## src/design/sbd_pkg.sv

```systemverilog
// Package for the steered brief descriptor block.
// Holds sizes, the job struct, the back-end state type and the CORDIC angle table.
// No dependencies.
package sbd_pkg;
    localparam int PATCH_SIDE  = 32;
    localparam int DESC_BITS   = 256;
    localparam int MAX_BUCKETS = 32;
    localparam int PIX_TOTAL   = PATCH_SIDE * PATCH_SIDE;
    localparam int PIX_AW      = $clog2(PIX_TOTAL);
    localparam int PAIR_DEPTH  = MAX_BUCKETS * DESC_BITS;
    localparam int PAIR_AW     = $clog2(PAIR_DEPTH);
    localparam int PAIR_W      = 20;
    localparam int PIX_W       = 16;
    localparam int SUM_W       = 32;
    localparam int CORD_W      = 35;
    localparam int CORD_STEPS  = 16;
    localparam int WORD_W      = 64;
    localparam int NUM_WORDS   = DESC_BITS / WORD_W;
    localparam int RADIUS_SQ   = (PATCH_SIDE - 1) * (PATCH_SIDE - 1);
    localparam logic [5:0] NB_RESET = 6'd30;
    localparam logic [5:0] NB_MAX   = 6'd32;

    typedef struct packed {
        logic [SUM_W-1:0] x_sum;
        logic [SUM_W-1:0] y_sum;
    } t_job;

    typedef enum logic [2:0] {
        BK_IDLE,
        BK_NORM,
        BK_ROT,
        BK_ITER,
        BK_MUL,
        BK_SEL,
        BK_CMP,
        BK_OUT
    } t_back_state;

    function automatic logic [15:0] atan_turn(input logic [3:0] i);
        logic [15:0] v;
        case (i)
            4'd0:    v = 16'd8192;
            4'd1:    v = 16'd4836;
            4'd2:    v = 16'd2555;
            4'd3:    v = 16'd1297;
            4'd4:    v = 16'd651;
            4'd5:    v = 16'd326;
            4'd6:    v = 16'd163;
            4'd7:    v = 16'd81;
            4'd8:    v = 16'd41;
            4'd9:    v = 16'd20;
            4'd10:   v = 16'd10;
            4'd11:   v = 16'd5;
            4'd12:   v = 16'd3;
            4'd13:   v = 16'd1;
            4'd14:   v = 16'd1;
            default: v = 16'd0;
        endcase
        return v;
    endfunction
endpackage

```

## src/design/sbd_back.sv

```systemverilog
// Back end: CORDIC orientation, bucket selection, pair comparison, word output.
// Reads the pair table and two copies of the patch store. Uses sbd_pkg.
module sbd_back import sbd_pkg::*; (
    input  logic               i_clk,
    input  logic               i_rst_n,
    input  logic [5:0]         i_num_buckets,
    input  logic               i_job_valid,
    input  t_job               i_job,
    output logic               o_job_pop,
    output logic               o_busy,
    output logic [PAIR_AW-1:0] o_pair_raddr,
    input  logic [PAIR_W-1:0]  i_pair_rdata,
    output logic [PIX_AW-1:0]  o_pix_raddr_a,
    output logic [PIX_AW-1:0]  o_pix_raddr_b,
    input  logic [PIX_W-1:0]   i_pix_rdata_a,
    input  logic [PIX_W-1:0]   i_pix_rdata_b,
    output logic               o_out_valid,
    input  logic               i_out_stall,
    output logic [1:0]         o_word_index,
    output logic [63:0]        o_descriptor_word,
    output logic [4:0]         o_chosen_bucket,
    output logic               o_last_word
);
    t_back_state r_state, n_state;
    logic signed [CORD_W-1:0] r_x, r_y, xs, ys, ax, ay;
    logic [15:0]  r_z;
    logic [3:0]   r_i;
    logic [21:0]  r_prod;
    logic [5:0]   nb, q;
    logic [4:0]   r_bucket;
    logic [1:0]   r_word;
    logic [6:0]   r_cnt;
    logic         r_v1, r_v2;
    logic [63:0]  r_bits;
    logic         needs_shift, zero_in, out_done;

    always_comb begin
        nb = i_num_buckets;
        if (nb == 6'd0) nb = 6'd1;
        if (nb > NB_MAX) nb = NB_MAX;
        ax          = r_x[CORD_W-1] ? -r_x : r_x;
        ay          = r_y[CORD_W-1] ? -r_y : r_y;
        needs_shift = (ax < CORD_W'(1 << 30)) && (ay < CORD_W'(1 << 30));
        xs          = r_x >>> r_i;
        ys          = r_y >>> r_i;
        zero_in     = (i_job.x_sum == '0) && (i_job.y_sum == '0);
        q           = 6'((23'(r_prod) + 23'd32768) >> 16);
        out_done    = ~i_out_stall & (r_word == 2'(NUM_WORDS - 1));
    end

    always_comb begin
        n_state = r_state;
        case (r_state)
            BK_IDLE: if (i_job_valid) n_state = zero_in ? BK_MUL : BK_NORM;
            BK_NORM: if (!needs_shift) n_state = BK_ROT;
            BK_ROT:  n_state = BK_ITER;
            BK_ITER: if (r_i == 4'(CORD_STEPS - 1)) n_state = BK_MUL;
            BK_MUL:  n_state = BK_SEL;
            BK_SEL:  n_state = BK_CMP;
            BK_CMP:  if (r_cnt == 7'd65) n_state = BK_OUT;
            BK_OUT: begin
                if (!i_out_stall) n_state = out_done ? BK_IDLE : BK_CMP;
            end
            default: n_state = BK_IDLE;
        endcase
    end

    always_comb begin
        o_job_pop   = (r_state == BK_IDLE) & i_job_valid;
        o_busy      = r_state != BK_IDLE;
        o_out_valid = r_state == BK_OUT;
    end

    always_ff @(posedge i_clk) begin
        if (!i_rst_n) begin
            r_state <= BK_IDLE;
            r_v1    <= 1'b0;
            r_v2    <= 1'b0;
        end else begin
            r_state <= n_state;
            r_v1    <= (r_state == BK_CMP) && (r_cnt < 7'd64);
            r_v2    <= r_v1;
        end
        case (r_state)
            BK_IDLE: begin
                r_x <= CORD_W'($signed(i_job.x_sum));
                r_y <= CORD_W'($signed(i_job.y_sum));
                r_z <= '0;
                r_i <= '0;
            end
            BK_NORM: begin
                if (needs_shift) begin
                    r_x <= r_x <<< 1;
                    r_y <= r_y <<< 1;
                end
            end
            BK_ROT: begin
                if (r_x[CORD_W-1]) begin
                    r_x <= -r_x;
                    r_y <= -r_y;
                    r_z <= 16'h8000;
                end
            end
            BK_ITER: begin
                r_i <= r_i + 1'b1;
                if (!r_y[CORD_W-1]) begin
                    r_x <= r_x + ys;
                    r_y <= r_y - xs;
                    r_z <= r_z + atan_turn(r_i);
                end else begin
                    r_x <= r_x - ys;
                    r_y <= r_y + xs;
                    r_z <= r_z - atan_turn(r_i);
                end
            end
            BK_MUL: r_prod <= 22'(r_z) * 22'(nb);
            BK_SEL: begin
                r_bucket <= (q == nb) ? 5'd0 : q[4:0];
                r_word   <= '0;
                r_cnt    <= '0;
            end
            BK_CMP: r_cnt <= r_cnt + 1'b1;
            BK_OUT: begin
                if (!i_out_stall) begin
                    r_word <= r_word + 1'b1;
                    r_cnt  <= '0;
                end
            end
            default: ;
        endcase
        if (r_v2) begin
            r_bits <= {$signed(i_pix_rdata_a) > $signed(i_pix_rdata_b), r_bits[63:1]};
        end
    end

    assign o_pair_raddr      = {r_bucket, r_word, r_cnt[5:0]};
    assign o_pix_raddr_a     = {i_pair_rdata[9:5], i_pair_rdata[4:0]};
    assign o_pix_raddr_b     = {i_pair_rdata[19:15], i_pair_rdata[14:10]};
    assign o_word_index      = r_word;
    assign o_descriptor_word = r_bits;
    assign o_chosen_bucket   = r_bucket;
    assign o_last_word       = r_word == 2'(NUM_WORDS - 1);

    assert property (@(posedge i_clk) disable iff (!i_rst_n)
        r_state == BK_CMP |-> r_cnt <= 7'd65)
        else $error("compare counter overran");
    assert property (@(posedge i_clk) disable iff (!i_rst_n)
        (o_out_valid && i_out_stall) |=> o_out_valid && $stable(r_bits))
        else $error("stalled word changed");
    assert property (@(posedge i_clk) disable iff (!i_rst_n)
        o_job_pop |=> r_state != BK_IDLE)
        else $error("job popped without starting");
endmodule

```

## config.mk

```make
export PLATFORM = sky130hd
export DESIGN_NAME = sbd_back
export DESIGN_NICKNAME = d
export VERILOG_FILES = /design/src/design/sbd_pkg.sv /design/src/design/sbd_back.sv
export SDC_FILE = /design/constraint.sdc
export NUM_CORES = 1
export LEC_CHECK = 0
export ABC_AREA = 1
export BUFFER_PORTS_ARGS = -buffer_cell sky130_fd_sc_hd__buf_2
export CAP_MARGIN = 10
export CELL_PAD_IN_SITES_DETAIL_PLACEMENT = 1
export CELL_PAD_IN_SITES_GLOBAL_PLACEMENT = 2
export CORE_ASPECT_RATIO = 1.2
export CORE_MARGIN = 2
export CORE_UTILIZATION = 31
export DETAILED_ROUTE_END_ITERATION = 8
export GPL_TIMING_DRIVEN = 0
export HOLD_SLACK_MARGIN = 0.08
export PLACE_DENSITY = 0.89
export SETUP_SLACK_MARGIN = 0.2
export SYNTH_ARGS = -nofsm -noshare
export SYNTH_HDL_FRONTEND = slang
export SYNTH_SLANG_ARGS = --single-unit
```

## constraint.sdc

```tcl
create_clock -name i_clk -period 5.2 [get_ports i_clk]
set_input_delay 0.26 -clock i_clk [delete_from_list [all_inputs] [get_ports i_clk]]
set_output_delay 0.26 -clock i_clk [all_outputs]
set_load 0.1 [all_outputs]
```

==> results.md, run 1 <==
* Status: complete, no violations
* CTS H-Tree Depth at 4
* Clock sinks at 194
* Register Area at 5640 um^2
* Seq cells post-synth at 194
* Gr ovfl total at 0
* Vias in the first global route at 26,000
* Largest cells by area after synthesis: edfxtp_1 (23%), nand2_1 (14%), nand3_1 (11%)
* Endpoint kind of the worst setup timing path: flip-flop
* Startpoint class of the critical path: flip-flop
* Worst-Margin Slew at 1350 ps
* CTS Buffer Depth at 2
* Routability cong. at 0.978
* Total CTS buffers at 17
* Maximum Capacitance Violations at 0
* PortBufs at 213
* Hold WC Path Type: primary input to flip-flop
* Starting DRT DRC Count at 1,667
* Core area at 74,700 um^2
* Cell count after synthesis at 3,511
* Levels on crit path at 24
* Crit-path cells: buf_6 > buf_4 > nand2_1 > nand3_1 > nand3_1 > nand3_1 > nand2_2 > nand2_1 > nor2_2 > nand2_1 > nor2_4 > a21oi_2 > a21oi_2 > xor2_1 > inv_1 > ha_2 > a21oi_2 > a21boi_2 > o221ai_1 > a31oi_2 > nand3_2 > or2_2 > nand3_1 > nand3b_1
* Net Count, Synth at 3,839
* YS warnings at 0
* Fin nets at 4,115
* Slew Viols, Final at 0
* Worst path required time at 5430 ps
* FILL cells at 9,663
* Gr usage total at 0.265
* Setup Viol. Count Final at 0
* Crit-path leading delay family: simple AND/OR/NAND/NOR gates
* Critical path class: flip-flop to flip-flop
* DRC Markers at 0
* Setup_tns at 0 ps
* Syn Area/Cell at 6.64 um^2
* Multi-input gate area in the final layout at 15,700 um^2
* Die Span X at 254 um
* DIE AREA at 77,400 um^2
* Critical Path Fanout Max at 10
* Final non-filler cell total at 4,809
* Initial antenna violation count at 1
* Die height at 304 um
* Area of the mapped netlist at 23,300 um^2
* Sequential share of the synthesized area at 0.242
* Vias post-DR at 25,900
* Final min period at 4890 ps
* First-pass GRT wire length at 154,000 um
* Synthesis-to-finish area growth at 16.3%
* Initial core utilization at 0.312
* Cell count of the worst hold path at 3
* Clk root buf: clkbuf_16
* Detailed-route wire length at 104,000 um
* DP Cell Count at 4,735
* Area after DPL at 25,700 um^2
* CP most frequent cell: nand3_1
* Drt first pass iters at 5
* ANT nets after route at 0
* Unrepaired setup endpoints after global routing: true
* Final Hold Viols at 0
* Synth unique cells at 54
* Slew Limit Headroom at 0.0988
* Fmax at 204 MHz
* Clk_skew at 24.0 ps
* Placed wire-length estimate at 85,900 um
* Final Instance Area at 27,100 um^2
* Worst EP arrival at 5120 ps
* Clock transition at path regs at 90 ps
* Share of layout cells above drive strength 1 at 0.133
* Top-Level Pins at 234
* DR vias/cell at 5.39
* Top_reg_cell synth: edfxtp_1
* Synth area leader: edfxtp_1
* CP max stage delay at 550 ps
* Post-synth EDFFs at 175
* Async S/R FF share, synth at 0
* Synth top area share at 0.225
* Core Util, Final at 0.363
* Tcrit/Tclk final at 0.941
* Clk_lat worst skew at 510 ps
* Largest net degree at the start of global routing at 34
* Worst Reg-to-Reg Cells at 24
* Worst path slowest cell: edfxtp_1
* CTS tree: yes
* Std cell rows at 110
* Routed len/inst at 21.7 um
* WP buf/inv at 3
==> path summary, 6_finish.rpt <==
kind	startpoint	endpoint	slack [ps]
max reg2reg	r_i[0]	r_y[33]	310
min	i_job[36]	r_x[4]	120
min reg2reg	o_descriptor_word[33]	o_descriptor_word[32]	440
max	r_i[0]	r_y[33]	310
==> worst reg2reg max path, cell delays in order (launching register included) <==
cell,delay (ps)
edfxtp_1,550
buf_6,210
buf_4,190
nand2_1,110
nand3_1,140
nand3_1,160
nand3_1,150
nand2_2,160
nand2_1,80
nor2_2,170
nand2_1,120
nor2_4,230
a21oi_2,120
a21oi_2,130
xor2_1,150
inv_1,80
ha_2,310
a21oi_2,170
a21boi_2,220
o221ai_1,160
a31oi_2,310
nand3_2,210
or2_2,320
nand3_1,100
nand3b_1,100
==> final cells by class <==
cell class,instances,area share
multi-input combinational,2759,0.581
sequential,194,0.208
inverter,417,0.0578
timing repair buffer,257,0.0554
tap,1008,0.0465
buffer,141,0.0301
clock buffer,17,0.0157
clock inverter,15,0.00609
antenna,1,0.0000923
==> metal layers <==
layer	global-route usage	vias up	share of wire
li1	-	12400	-
met1	0.309	12500	0.40
met2	0.461	771	0.49
met3	0.0335	229	0.048
met4	0.160	2	0.067
met5	0	-	0.00012
==> stage by stage <==
| step | setup slack, ps | hold WS, ps |
|---|---|---|
| after floorplan | 901 | 353 |
| after global placement | -1270 | 424 |
| after detailed placement | -751 | 428 |
| after CTS | 221 | 83.1 |
| after global routing | 32.5 | 105 |
| final | 307 | 118 |
==> flip-flops by register name, summed over array words and instances, names as in the netlist, 3 cells and up, named ones only <==
| signal | flops |
|---|---|
| o_descriptor_word | 64 |
| r_x | 35 |
| r_y | 35 |
| r_z | 16 |
| r_cnt | 7 |
| r_prod | 7 |
| o_chosen_bucket | 5 |
| r_i | 4 |
| r_state | 3 |
==> cells in the final DEF, fill, tap and decap left out, types with 23 or more instances in the layout <==
cell type	instances
nand2_1	832
nand3_1	492
inv_1	404
nor2_1	374
buf_2	244
a21oi_1	191
edfxtp_1	175
o21ai_0	135
ha_1	134
xor2_1	62
fa_1	59
nand4_1	56
buf_4	51
o2111ai_1	43
nor3_1	39
clkbuf_1	37
xnor2_1	32
dlygate4sd3_1	28
a21o_1	25
o21ai_1	25
nand2_2	24
nor4_1	23
==> synth_stat cells, types with 23 or more instances <==
cell	instances
a31oi_1	23
a21oi_1	200
o2111ai_1	44
nor3_1	41
edfxtp_1	175
buf_2	35
nand3_1	497
a21o_1	25
nand4_1	56
nand2_1	850
fa_1	59
nor4_1	25
inv_1	404
xnor2_1	33
clkbuf_1	47
ha_1	143
nor2_1	381
buf_4	38
xor2_1	67
o21ai_0	156
==> logic make-up after synthesis <==
family / synth area share
AND/OR/NAND/NOR: 0.355
buffers and inverters: 0.101
AO/OA/AOI/OAI: 0.138
adder cells (fa/ha/maj): 0.127
flip-flops: 0.242
XOR/XNOR: 0.0376
==> timing repair <==
action / in CTS / in global routing
cloned: 0 / 1
hold buffers: 28 / 0
setup endpoints to repair: 47 / 37
resized for setup: 28 / 109
pin swaps: 4 / 22
setup buffers: 3 / 9
endpoints found under the hold margin: 31 / 0
Power of run 1 is not shown: default switching activity piles up to over one toggle a cycle in this logic, so the estimate is an artifact.
==> run 2: changes to the inputs <==
==> config.mk (replaced) <==
export PLATFORM = sky130hd
export DESIGN_NAME = sbd_back
export DESIGN_NICKNAME = d
export VERILOG_FILES = /design/src/design/sbd_pkg.sv /design/src/design/sbd_back.sv
export SDC_FILE = /design/constraint.sdc
export NUM_CORES = 1
export LEC_CHECK = 0
export BUFFER_PORTS_ARGS = -buffer_cell sky130_fd_sc_hd__buf_2
export CAP_MARGIN = 10
export CELL_PAD_IN_SITES_DETAIL_PLACEMENT = 1
export CELL_PAD_IN_SITES_GLOBAL_PLACEMENT = 2
export CORE_ASPECT_RATIO = 1.2
export CORE_UTILIZATION = 34
export DETAILED_ROUTE_END_ITERATION = 8
export GPL_TIMING_DRIVEN = 0
export HOLD_SLACK_MARGIN = 0.08
export PLACE_DENSITY = 0.88
export SETUP_SLACK_MARGIN = 0.2
export SLEW_MARGIN = 20
export SYNTH_ARGS = -nofsm -noshare
export SYNTH_HDL_FRONTEND = slang
export SYNTH_SLANG_ARGS = --single-unit
==> results.md, run 2 <==
* Final Hold Viols at 0
* Clk_skew at 22.6 ps
* Startpoint class of the critical path: flip-flop
* Synth top cells by count: nor2_1 (210), nand2_1 (193), edfxtp_1 (175), o21ai_0 (157), a21oi_1 (146)
* Reg2reg setup slack at -780 ps
* Detailed-route wire length at 107,000 um
* Synth area leader: edfxtp_1
* PortBufs at 213
* Starting DRT DRC Count at 1,735
* FILL cells at 7,593
* Core area at 66,100 um^2
* Status: complete, but fails checks
* Routed len/inst at 27.3 um
* Setup Viol. Count Final at 46
* Gr ovfl total at 0
* Unrepaired setup endpoints after global routing: true
* Core Util, Final at 0.453
* YS warnings at 0
* Critical path class: flip-flop to flip-flop
* Setup WS pre-CTS at -2070 ps
* Critical path origin: r_i[1]
* DR vias/cell at 5.99
* Async S/R FF share, synth at 0
* Slew Limit Headroom at 0.162
* Commonest non-fill, non-tap cells in the layout: buf_2 (216), buf_4 (196), nor2_1 (193), nand2_1 (186), edfxtp_1 (175)
* Critical Path Fanout Max at 4
* Drt first pass iters at 6
* Final min period at 5980 ps
* Reg-to-reg endpoint: r_y[26]
* Worst Reg-to-Reg Cells at 25
* Initial core utilization at 0.345
* Die height at 286 um
* Worst EP arrival at 6220 ps
* Fin nets at 3,346
* Net Count, Synth at 2,881
* Sequential share of the synthesized area at 0.247
* Routability cong. at 0.991
* Worst-Margin Slew at 1260 ps
* Syn Area/Cell at 8.94 um^2
* Area of the mapped netlist at 22,800 um^2
* Largest net degree at the start of global routing at 65
* Maximum Capacitance Violations at 0
* Clock sinks at 194
* Cell count after synthesis at 2,553
* Clock transition at path regs at 90 ps
* CTS H-Tree Depth at 4
* Vias post-DR at 23,500
* Max FFs per register at 64
* Final hold slack at 111 ps
* Commonest non-fill, non-tap cell in the layout: buf_2
* Synth unique cells at 98
* Clk_lat worst skew at 530 ps
* Worst Setup EP: r_y[26]
* Count leader, synth: nor2_1
* Top-Level Pins at 234
* Hold WC Path Type: primary input to flip-flop
* Std cell rows at 103
* CTS tree: yes
* Vias in the first global route at 24,600
* Fmax at 167 MHz
* RR Startpoint: r_i[1]
* Setup WS post-layout at -775 ps
* DIE AREA at 68,200 um^2
* Endpoint kind of the worst setup timing path: flip-flop
* Synthesis-to-finish area growth at 31.1%
* Largest cells by area after synthesis: edfxtp_1 (23%), ha_1 (7.8%), fa_1 (5.2%)
* Slew Viols, Final at 0
* Gr usage total at 0.304
* Worst path required time at 5440 ps
* Initial antenna violation count at 3
* Top_reg_cell synth: edfxtp_1
* CTS Buffer Depth at 2
* Total CTS buffers at 17
* ANT nets after route at 0
* Setup_tns at -22,660 ps
* Failing checks: setup timing
* First-pass GRT wire length at 154,000 um
* Tcrit/Tclk final at 1.15
* DRC Markers at 0
* Placed wire-length estimate at 79,300 um
* Clk root buf: clkbuf_16
* Seq cells post-synth at 194
* Die Span X at 239 um
* Share of layout cells above drive strength 1 at 0.312
* Synth top area share at 0.230
* Post-synth EDFFs at 175
[run 2: per-layer routing]
| metal | routed length (um) | vias up | global-route usage |
|---|---|---|---|
| met5 | 33 | - | 0 |
| met4 | 8020 | 4 | 0.206 |
| met3 | 6450 | 336 | 0.0533 |
| met2 | 53400 | 1000 | 0.532 |
| met1 | 39000 | 11900 | 0.334 |
| li1 | - | 10300 | - |
[run 2: timing repair]
item / in CTS / in global routing
buffers inserted: 125 / 67
setup endpoints to repair: 139 / 107
pin swaps: 132 / 140
hold endpoints to repair: 41 / 0
hold buffers: 38 / 0
gates resized for setup: 360 / 178
cloned: 1 / 0
[run 2: worst min-delay path by stage]
stage                     startpoint                     to  slack [ps]  cells after the start
6_report                   i_job[25]                r_y[25]         110                      2
3_5_place_dp   o_descriptor_word[61]  o_descriptor_word[60]         430                      0
3_3_place_gp   o_descriptor_word[42]  o_descriptor_word[41]         430                      0
2_1_floorplan                i_rst_n             r_state[0]         380                      1
5_1_grt                    i_job[30]                r_y[30]         100                      2
4_1_cts                    i_job[24]                r_y[24]          80                      2
[run 2: final cells by class]
| type | count | area, um^2 | area share |
|---|---|---|---|
| sequential | 194 | 5640 | 0.188 |
| buffer | 192 | 1430 | 0.0479 |
| multi-input combinational | 2035 | 17500 | 0.586 |
| antenna | 2 | 5.00 | 0.000167 |
| tap | 892 | 1120 | 0.0373 |
| clock inverter | 14 | 170 | 0.00569 |
| clock buffer | 18 | 429 | 0.0143 |
| inverter | 133 | 499 | 0.0167 |
| timing repair buffer | 445 | 3110 | 0.104 |
[run 2: cells by family (layout without fill, tap and decap cells)]
group / after synthesis / count (layout) / share of synthesized area
AOI/OAI and AO/OA: 629 / 630 / 0.181
other: 0 / 2 / 0
and+or+nand+nor: 820 / 820 / 0.182
adders and majority gates: 202 / 202 / 0.130
DFF: 194 / 194 / 0.247
buffers and inverters: 325 / 802 / 0.0656
muxes: 179 / 179 / 0.115
xor gates and xnor gates: 204 / 204 / 0.0795
[run 2: critical path, cell delays in order, from the launching register on]
cell,delay [ps]
edfxtp_1,490
buf_6,190
buf_4,140
buf_6,110
buf_6,120
mux2_4,310
mux4_2,540
mux2_4,310
nand3b_1,210
nor3b_2,240
and3_4,240
buf_12,100
nor2_4,30
xnor2_2,240
ha_4,260
buf_6,120
a211oi_2,190
o21ai_1,150
or3_4,360
o21ai_4,220
o21ai_4,110
and2_4,170
a31oi_4,220
xnor2_2,100
a222oi_1,430
o21ai_1,100
[run 2: metrics by stage]
step           cells  area (um^2)
6_report        3925        29900
2_1_floorplan   2553        22900
3_3_place_gp    3658        25100
3_5_place_dp    3660        25200
5_1_grt         3923        29900
4_1_cts         3856        28600
Power of run 2 is left out for the same reason.
